$ cat config.mk
export PLATFORM = sky130hd
export DESIGN_NAME = button_debounce_long_press_flat
export DESIGN_NICKNAME = d
export VERILOG_FILES = /design/src/hdl/bdl_pkg.sv /design/src/hdl/bdl_ifs.sv /design/src/hdl/bdl_in_reg.sv /design/src/hdl/bdl_core.sv /design/src/hdl/button_debounce_long_press.sv /design/src/flat_wrapper.sv
export SDC_FILE = /design/constraint.sdc
export NUM_CORES = 1
export LEC_CHECK = 0
export BUFFER_PORTS_ARGS = -buffer_cell sky130_fd_sc_hd__buf_2
export CELL_PAD_IN_SITES_DETAIL_PLACEMENT = 0
export CELL_PAD_IN_SITES_GLOBAL_PLACEMENT = 1
export CORE_MARGIN = 4
export CORE_UTILIZATION = 50
export DETAILED_ROUTE_END_ITERATION = 16
export PLACE_DENSITY = 0.94
export REMOVE_ABC_BUFFERS = 1
export SLEW_MARGIN = 40
export SYNTH_ARGS = -nofsm -noshare
export SYNTH_HDL_FRONTEND = slang
export SYNTH_SLANG_ARGS = --single-unit
$ cat constraint.sdc
create_clock -name clk -period 5.3 [get_ports clk]
set_input_delay 0.53 -clock clk [delete_from_list [all_inputs] [get_ports clk]]
set_output_delay 0.53 -clock clk [all_outputs]
set_load 0.02 [all_outputs]
$ cat src/hdl/bdl_pkg.sv
// Shared constants and types for the button debouncer with encoder long-press detection.
package bdl_pkg;

  // Width of each configuration register and of the configuration write data.
  localparam int unsigned CFG_DATA_W = 16;
  // Two registers, so one index bit covers the whole register list.
  localparam int unsigned CFG_IDX_W = 1;

  typedef logic [CFG_IDX_W-1:0]  cfg_idx_t;
  typedef logic [CFG_DATA_W-1:0] cfg_data_t;

  localparam cfg_idx_t CFG_DEBOUNCE   = 1'b0;
  localparam cfg_idx_t CFG_LONG_PRESS = 1'b1;

  localparam cfg_data_t DEBOUNCE_RESET   = 16'd50;
  localparam cfg_data_t LONG_PRESS_RESET = 16'd700;

  // Buttons with an index below this report navigation events.
  localparam int unsigned NAV_LIMIT = 4;

  typedef logic signed [2:0] nav_t;
  localparam nav_t NAV_NONE = 3'sb111;

  typedef struct packed {
    nav_t nav_button;
    logic encoder_short_press;
    logic encoder_long_press;
    logic encoder_held;
  } result_t;

endpackage

$ cat src/hdl/bdl_ifs.sv
// Valid/ready channel interfaces for the poll input and the result output.
interface bdl_in_if #(
  parameter int unsigned NUM_BUTTONS = 5,
  parameter int unsigned TIME_BITS   = 32
);
  logic                   valid;
  logic                   ready;
  logic [NUM_BUTTONS-1:0] button_levels;
  logic [TIME_BITS-1:0]   now_ms;

  modport source (output valid, output button_levels, output now_ms, input ready);
  modport sink   (input valid, input button_levels, input now_ms, output ready);
endinterface

interface bdl_out_if;
  logic              valid;
  logic              ready;
  logic signed [2:0] nav_button;
  logic              encoder_short_press;
  logic              encoder_long_press;
  logic              encoder_held;

  modport source (output valid, output nav_button, output encoder_short_press,
                  output encoder_long_press, output encoder_held, input ready);
  modport sink   (input valid, input nav_button, input encoder_short_press,
                  input encoder_long_press, input encoder_held, output ready);
endinterface

$ cat src/hdl/bdl_in_reg.sv
// Input register stage that captures one poll beat and holds it until the evaluator takes it.
module bdl_in_reg #(
  parameter int unsigned NUM_BUTTONS = 5,
  parameter int unsigned TIME_BITS   = 32
) (
  input  logic                   clk,
  input  logic                   rst_n,
  input  logic                   up_valid,
  output logic                   up_ready,
  input  logic [NUM_BUTTONS-1:0] up_levels,
  input  logic [TIME_BITS-1:0]   up_now,
  output logic                   dn_valid,
  input  logic                   dn_ready,
  output logic [NUM_BUTTONS-1:0] dn_levels,
  output logic [TIME_BITS-1:0]   dn_now
);

  logic                   valid_r, valid_nxt;
  logic [NUM_BUTTONS-1:0] levels_r;
  logic [TIME_BITS-1:0]   now_r;
  logic                   load;

  // The slot is free when empty or when its beat leaves in this cycle.
  assign up_ready  = !valid_r || dn_ready;
  assign load      = up_valid && up_ready;
  assign valid_nxt = load ? 1'b1 : (dn_ready ? 1'b0 : valid_r);

  always_ff @(posedge clk) begin
    if (!rst_n) begin
      valid_r <= 1'b0;
    end else begin
      valid_r <= valid_nxt;
    end
  end

  always_ff @(posedge clk) begin
    if (load) begin
      levels_r <= up_levels;
      now_r    <= up_now;
    end
  end

  assign dn_valid  = valid_r;
  assign dn_levels = levels_r;
  assign dn_now    = now_r;

endmodule

$ cat src/hdl/bdl_core.sv
// Debounce state, per-poll evaluation and the result register.
module bdl_core
  import bdl_pkg::*;
#(
  parameter int unsigned NUM_BUTTONS = 5,
  parameter int unsigned TIME_BITS   = 32
) (
  input  logic                   clk,
  input  logic                   rst_n,
  input  cfg_data_t              debounce_ms,
  input  cfg_data_t              long_press_ms,
  input  logic                   in_valid,
  output logic                   in_ready,
  input  logic [NUM_BUTTONS-1:0] in_levels,
  input  logic [TIME_BITS-1:0]   in_now,
  output logic                   res_valid,
  input  logic                   res_ready,
  output result_t                res
);

  localparam int unsigned ENC_IDX = NUM_BUTTONS - 1;

  typedef logic [TIME_BITS-1:0] time_t;

  logic [NUM_BUTTONS-1:0] prior_raw_r, prior_raw_nxt;
  logic [NUM_BUTTONS-1:0] qual_r, qual_nxt;
  time_t                  chg_time_r [NUM_BUTTONS];
  time_t                  chg_time_nxt [NUM_BUTTONS];
  time_t                  press_time_r, press_time_nxt;
  logic                   long_done_r, long_done_nxt;
  logic                   res_valid_r, res_valid_nxt;
  result_t                res_r, res_nxt;
  logic                   take;

  // Evaluate whenever the result slot is free, so one poll per cycle flows through.
  assign in_ready = !res_valid_r || res_ready;
  assign take     = in_valid && in_ready;

  always_comb begin
    logic [NUM_BUTTONS-1:0] stable_ok;
    logic [NUM_BUTTONS-1:0] flip;
    time_t                  deb_ext;
    time_t                  long_ext;
    time_t                  held_old;
    logic                   enc_press;
    logic                   enc_release;
    logic                   ld_eff;
    logic                   long_hit;

    deb_ext  = TIME_BITS'(debounce_ms);
    long_ext = TIME_BITS'(long_press_ms);
    res_nxt.nav_button = NAV_NONE;

    for (int i = 0; i < NUM_BUTTONS; i++) begin
      // A raw change restarts the timer at now, so the elapsed time is zero.
      stable_ok[i] = (in_levels[i] == prior_raw_r[i]) &&
                     ((in_now - chg_time_r[i]) > deb_ext);
      flip[i]          = stable_ok[i] && (in_levels[i] != qual_r[i]);
      qual_nxt[i]      = flip[i] ? in_levels[i] : qual_r[i];
      chg_time_nxt[i]  = (in_levels[i] != prior_raw_r[i]) ? in_now : chg_time_r[i];
      prior_raw_nxt[i] = in_levels[i];
    end

    // Ascending scan so the highest pressed navigation button wins.
    for (int i = 0; i < NUM_BUTTONS - 1; i++) begin
      if ((i < NAV_LIMIT) && flip[i] && !in_levels[i]) begin
        res_nxt.nav_button = nav_t'(i);
      end
    end

    enc_press   = flip[ENC_IDX] && !in_levels[ENC_IDX];
    enc_release = flip[ENC_IDX] && in_levels[ENC_IDX];
    held_old    = in_now - press_time_r;

    res_nxt.encoder_short_press = enc_release && !long_done_r && (held_old >= deb_ext);

    // A press in this poll restarts the hold time at zero.
    ld_eff   = enc_press ? 1'b0 : long_done_r;
    long_hit = enc_press ? (long_press_ms == '0) : (held_old >= long_ext);
    res_nxt.encoder_long_press = stable_ok[ENC_IDX] && !qual_nxt[ENC_IDX] && !ld_eff &&
                                 long_hit;
    res_nxt.encoder_held = !qual_nxt[ENC_IDX];

    long_done_nxt  = res_nxt.encoder_long_press ? 1'b1 : ld_eff;
    press_time_nxt = enc_press ? in_now : press_time_r;
  end

  assign res_valid_nxt = take ? 1'b1 : (res_ready ? 1'b0 : res_valid_r);

  always_ff @(posedge clk) begin
    if (!rst_n) begin
      res_valid_r  <= 1'b0;
      prior_raw_r  <= '1;
      qual_r       <= '1;
      press_time_r <= '0;
      long_done_r  <= 1'b0;
      for (int i = 0; i < NUM_BUTTONS; i++) begin
        chg_time_r[i] <= '0;
      end
    end else begin
      res_valid_r <= res_valid_nxt;
      if (take) begin
        prior_raw_r  <= prior_raw_nxt;
        qual_r       <= qual_nxt;
        press_time_r <= press_time_nxt;
        long_done_r  <= long_done_nxt;
        for (int i = 0; i < NUM_BUTTONS; i++) begin
          chg_time_r[i] <= chg_time_nxt[i];
        end
      end
    end
  end

  always_ff @(posedge clk) begin
    if (take) begin
      res_r <= res_nxt;
    end
  end

  assign res_valid = res_valid_r;
  assign res       = res_r;

endmodule

$ cat src/hdl/button_debounce_long_press.sv
// Top level of the five-button debouncer with encoder short and long press reporting.
//
// Each input beat is one poll: the raw active-low level of every button and the current
// millisecond time; each poll yields exactly one result beat. A poll is accepted in every
// cycle while results are taken, so the sustained rate is one beat per clock. A poll is
// evaluated while it sits in the input register and is written into the result register
// when the core takes it, which it does whenever the result slot is free; its result beat
// then stays offered, with its payload held, until the output side takes it. The rate is
// set by the single evaluation stage, which reads and updates the per-button timers,
// qualified levels and the encoder press time in the same cycle. A button takes a new
// level once its raw level has been unchanged for more than debounce_ms; a new press on
// buttons 0 to 3 reports its index (the highest wins), and the last button reports a
// short press on release or a single long press after long_press_ms of hold. Timer
// arithmetic wraps modulo 2^TIME_BITS. Configuration writes take effect on the next
// clock and are meant to happen only while no poll is in flight. There is no clearing
// pass after reset: the block takes polls from the first cycle after reset is released.
module button_debounce_long_press
  import bdl_pkg::*;
#(
  parameter int unsigned NUM_BUTTONS = 5,
  parameter int unsigned TIME_BITS   = 32
) (
  input  logic             clk,
  input  logic             rst_n,
  bdl_in_if.sink           in_bus,
  bdl_out_if.source        out_bus,
  input  logic             cfg_wr_en,
  input  cfg_idx_t         cfg_index,
  input  cfg_data_t        cfg_wdata
);

  cfg_data_t debounce_r, debounce_nxt;
  cfg_data_t long_press_r, long_press_nxt;

  logic                   s1_valid;
  logic                   s1_ready;
  logic [NUM_BUTTONS-1:0] s1_levels;
  logic [TIME_BITS-1:0]   s1_now;
  result_t                res;

  // Configuration registers: written by index, no read-back.
  always_comb begin
    debounce_nxt   = debounce_r;
    long_press_nxt = long_press_r;
    if (cfg_wr_en) begin
      case (cfg_index)
        CFG_DEBOUNCE:   debounce_nxt   = cfg_wdata;
        CFG_LONG_PRESS: long_press_nxt = cfg_wdata;
        default: ;
      endcase
    end
  end

  always_ff @(posedge clk) begin
    if (!rst_n) begin
      debounce_r   <= DEBOUNCE_RESET;
      long_press_r <= LONG_PRESS_RESET;
    end else begin
      debounce_r   <= debounce_nxt;
      long_press_r <= long_press_nxt;
    end
  end

  // The input register decouples the poll channel from the evaluation stage.
  bdl_in_reg #(
    .NUM_BUTTONS (NUM_BUTTONS),
    .TIME_BITS   (TIME_BITS)
  ) u_in_reg (
    .clk       (clk),
    .rst_n     (rst_n),
    .up_valid  (in_bus.valid),
    .up_ready  (in_bus.ready),
    .up_levels (in_bus.button_levels),
    .up_now    (in_bus.now_ms),
    .dn_valid  (s1_valid),
    .dn_ready  (s1_ready),
    .dn_levels (s1_levels),
    .dn_now    (s1_now)
  );

  // The core holds all debounce state and registers the result beat.
  bdl_core #(
    .NUM_BUTTONS (NUM_BUTTONS),
    .TIME_BITS   (TIME_BITS)
  ) u_core (
    .clk           (clk),
    .rst_n         (rst_n),
    .debounce_ms   (debounce_r),
    .long_press_ms (long_press_r),
    .in_valid      (s1_valid),
    .in_ready      (s1_ready),
    .in_levels     (s1_levels),
    .in_now        (s1_now),
    .res_valid     (out_bus.valid),
    .res_ready     (out_bus.ready),
    .res           (res)
  );

  assign out_bus.nav_button          = res.nav_button;
  assign out_bus.encoder_short_press = res.encoder_short_press;
  assign out_bus.encoder_long_press  = res.encoder_long_press;
  assign out_bus.encoder_held        = res.encoder_held;

endmodule

$ cat src/flat_wrapper.sv
// flat-port wrapper written by rule: the top's interface ports become plain ports
module button_debounce_long_press_flat import bdl_pkg::*;
#(
  parameter int unsigned NUM_BUTTONS = 5,
  parameter int unsigned TIME_BITS   = 32
)
  (clk, rst_n, cfg_wr_en, cfg_index, cfg_wdata, in_bus_valid, in_bus_button_levels, in_bus_now_ms, in_bus_ready, out_bus_valid, out_bus_nav_button, out_bus_encoder_short_press, out_bus_encoder_long_press, out_bus_encoder_held, out_bus_ready);
  bdl_in_if #(.NUM_BUTTONS(NUM_BUTTONS), .TIME_BITS(TIME_BITS)) in_bus_i ();
  bdl_out_if out_bus_i ();
  input  logic clk;
  input  logic rst_n;
  input  logic cfg_wr_en;
  input  cfg_idx_t cfg_index;
  input  cfg_data_t cfg_wdata;
  input wire logic [$bits(in_bus_i.valid)-1:0] in_bus_valid;
  input wire logic [$bits(in_bus_i.button_levels)-1:0] in_bus_button_levels;
  input wire logic [$bits(in_bus_i.now_ms)-1:0] in_bus_now_ms;
  output wire logic [$bits(in_bus_i.ready)-1:0] in_bus_ready;
  output wire logic [$bits(out_bus_i.valid)-1:0] out_bus_valid;
  output wire logic [$bits(out_bus_i.nav_button)-1:0] out_bus_nav_button;
  output wire logic [$bits(out_bus_i.encoder_short_press)-1:0] out_bus_encoder_short_press;
  output wire logic [$bits(out_bus_i.encoder_long_press)-1:0] out_bus_encoder_long_press;
  output wire logic [$bits(out_bus_i.encoder_held)-1:0] out_bus_encoder_held;
  input wire logic [$bits(out_bus_i.ready)-1:0] out_bus_ready;
  assign in_bus_i.valid = in_bus_valid;
  assign in_bus_i.button_levels = in_bus_button_levels;
  assign in_bus_i.now_ms = in_bus_now_ms;
  assign in_bus_ready = in_bus_i.ready;
  assign out_bus_valid = out_bus_i.valid;
  assign out_bus_nav_button = out_bus_i.nav_button;
  assign out_bus_encoder_short_press = out_bus_i.encoder_short_press;
  assign out_bus_encoder_long_press = out_bus_i.encoder_long_press;
  assign out_bus_encoder_held = out_bus_i.encoder_held;
  assign out_bus_i.ready = out_bus_ready;
  button_debounce_long_press #(.NUM_BUTTONS(NUM_BUTTONS), .TIME_BITS(TIME_BITS)) u_core (.clk(clk), .rst_n(rst_n), .in_bus(in_bus_i), .out_bus(out_bus_i), .cfg_wr_en(cfg_wr_en), .cfg_index(cfg_index), .cfg_wdata(cfg_wdata));
endmodule
==> flow_summary.toml <==
[outcome]
status = "complete, no violations"

[critical_path]
critPathSlowestCell = "edfxtp_1"
critPathArrivalTime_ns = 5.55
cp.required_ns = 5.76
path_class = "reg2reg"
path_buf_inv = 1
max_stage_delay_ns = 0.51
r2r_end = "u_core.u_core.qual_r[2]"
timing.rr.start = "u_core.u_in_reg.dn_now[6]"
path_cells = "buf_4 > ha_1 > and3_1 > a221o_1 > a221oi_2 > o21ai_1 > a21boi_1 > xnor2_1 > ha_1 > a21o_1 > a21o_1 > a2bb2oi_1 > a2111oi_2 > nand3_1 > nor4_2 > and4b_1 > nand4_1 > a221o_1"
start_kind = "flip-flop"
path_depth = 18
crit_family = "compound AO/OA/AOI/OAI gates"
crit_path_end_kind = "flip-flop"
reg2reg_slack_ns = 0.21
rr_worst_depth = 18
cp_max_fo = 6
critPathLaunch = "u_core.u_in_reg.dn_now[6]"
endpoint = "u_core.u_core.qual_r[2]"

[hold_path]
hold_class = "in2reg"

[pwr]
p_switching_mw = 2.57
ir_drop_mv = 0.270
swShare = 0.353
p_int_mw = 4.72
leakage_nw = 10.9
p_seq_frac = 0.351
clkPwrFrac = 0.292
p_comb_frac = 0.357
p_per_area_mw_per_mm2 = 273

[synthesis]
yosysUniqueCellTypes = 92
yosysWarnings = 0
synth-edff-count = 203
synth_top_area_frac = 0.251
syn_inst = 2835
synthTopCellsByCount = "ha_1 (298), nand2_1 (267), inv_1 (261)"
synthTopCellsByArea = "edfxtp_1 (25%), ha_1 (15%), dfxtp_1 (6.3%), a21oi_1 (4.7%), nand2_1 (4.1%)"
async_flop_share = 0
synthFlopType = "edfxtp_1"
post_synth.cell_area_avg_um2 = 8.58
synth-seq-cells = 280
netlist_area_mm2 = 0.0243
synth.most_common_cell = "ha_1"
seq_area_frac_synth = 0.314
synth_area_leader_cell = "edfxtp_1"

[drt]
top_layer_used = "met4"
wl_met2_um = 36000
drt_wl_total_um = 75800
drt_iter0_markers = 1840
wl_per_cell_um = 21.4
firstDrtPassIters = 6
via_per_inst = 6.30
wl_met3_um = 4070
drtAntennaViolNets = 0
drcViolationCount = 0
vias = 22367
wl_met1_um = 32700

[grt]
grt_antenna_before_repair = 0
grt_max_degree = 53
grtUsageTotal = 0.276
overflow = 0
grt_pass1_vias = 21819
grt_pass1_wl_um = 117000

[placement]
dp.cells = 3486
place.gp.congestion = 0.986
portBuffers = 66
dpl.hpwl_um = 59400
dp_slack_ns = 0.0199

[die]
dieArea_mm2 = 0.0522
fp.dieH_um = 229
ios = 67
rows = 80
start_util = 0.507
coreArea_mm2 = 0.0479
die_w_um = 229

[finish]
final_core_util = 0.558
n_antenna_cell = 0
layout.area.seq_mm2 = 0.00764
final_cells = 3548
drive_gt1_frac = 0.0968
multi_input_comb_area_mm2 = 0.0155
nFillCells = 4323
nets = 3272
layout-area-overhead-vs-synth_pct = 9.97

[cts]
cts_sinks = 280
cts_made_buffers = 30
cts_tree = "yes"
clk_pin_slew_ns = 0.07
cts_hold_buf = 0
clkLatencyLatePin_ns = 0.57
htreeDepth = 1
clockBufferDepth = 3
cts-root-buf = "clkbuf_16"

[sta]
rsz0062_at_grt = "true"
min_period_ns = 5.09
timing.final.crit_share = 0.960
drv_slew = 0
max_slew_margin = 0.502
holdWs_ns = 0.127
setup_violations = 0
max_freq_ghz = 0.197
worstMarginPinSlew_ns = 0.741
layout_setup_ws_ns = 0.211
clock_skew_ns = 0.0119
hold_viol = 0

[run]
drv_cap = 0
how the worst min path moves through the flow:
stage / start / to / slack [ns] / depth (start not counted)
after floorplan: u_core.u_core.press_time_r[4] / u_core.u_core.press_time_r[4] / 0.43 / 2
after global placement: u_core.u_core.press_time_r[5] / u_core.u_core.press_time_r[5] / 0.44 / 2
after detailed placement: u_core.u_core.press_time_r[4] / u_core.u_core.press_time_r[4] / 0.45 / 2
after CTS: in_bus_now_ms[21] / u_core.u_in_reg.dn_now[21] / 0.10 / 1
after global routing: in_bus_now_ms[14] / u_core.u_in_reg.dn_now[14] / 0.11 / 1
final: in_bus_button_levels[3] / u_core.u_in_reg.dn_levels[3] / 0.13 / 1
power by group through the flow:
stage          Sequential [mW]  Combinational [mW]  Clock (mW)
3_3_place_gp              2.60                2.45           0
3_5_place_dp              2.60                2.50           0
2_1_floorplan             2.59                1.77           0
4_1_cts                   2.56                2.52        2.16
6_report                  2.56                2.61        2.13
5_1_grt                   2.57                2.87        2.25
cell usage in the layout (no fill, tap or decap), types with 55 or more instances in the layout:
cell / instances
buf_2: 65
nand3_1: 105
a21o_1: 82
inv_1: 260
o21ai_0: 156
ha_1: 297
edfxtp_1: 203
a21oi_1: 225
nand2_1: 267
and3_1: 67
dfxtp_1: 77
nand4_1: 55
nor2_1: 154
buf_4: 68
xnor2_1: 78
cell type report:
type / instances / area share
Multi-Input combinational cell: 2199 / 0.579
Sequential cell: 280 / 0.286
Inverter: 262 / 0.0369
Timing Repair Buffer: 136 / 0.0332
Clock buffer: 39 / 0.0305
Tap cell: 615 / 0.0288
Clock inverter: 17 / 0.00636
cells by family after synthesis:
kind of cell             after synthesis  synth area share
adder cells (fa/ha/maj)              304             0.158
AO/OA/AOI/OAI                        856             0.233
AND/OR/NAND/NOR                      894             0.184
buffers and inverters                356            0.0577
XOR/XNOR                             127            0.0457
multiplexers                          18           0.00761
flip-flops                           280             0.314
stage by stage:
| stage | area (µm²) | TNS, ns | power, mW |
|---|---|---|---|
| 2_1_floorplan | 23900 | 0 | 4.36 |
| 3_3_place_gp | 25500 | 0 | 5.04 |
| 3_5_place_dp | 25500 | 0 | 5.10 |
| 4_1_cts | 26500 | 0 | 7.24 |
| 5_1_grt | 26700 | -0.0496 | 7.69 |
| 6_report | 26700 | 0 | 7.30 |
state kept, by name (all words and copies together) (netlist names):
name	count
u_core.debounce_r	16
u_core.long_press_r	16
u_core.u_core.chg_time_r	160
u_core.u_core.long_done_r	1
u_core.u_core.press_time_r	32
u_core.u_core.prior_raw_r	5
u_core.u_core.qual_r	5
u_core.u_core.res	6
u_core.u_core.res_valid	1
u_core.u_in_reg.dn_levels	5
u_core.u_in_reg.dn_now	32
u_core.u_in_reg.dn_valid	1
layer usage:
| metal | track usage | up-vias |
|---|---|---|
| li1 | - | 10626 |
| met1 | 0.359 | 10804 |
| met2 | 0.478 | 760 |
| met3 | 0.0247 | 177 |
| met4 | 0.103 | 0 |
| met5 | 0 | - |
what timing repair did:
action,4_1_cts,5_1_grt
cloned,0,0
endpoints found under the setup margin,2,41
setup buffers,0,6
pin swaps,0,20
gates resized for setup,3,40
Power figures use the tool's default switching activity.
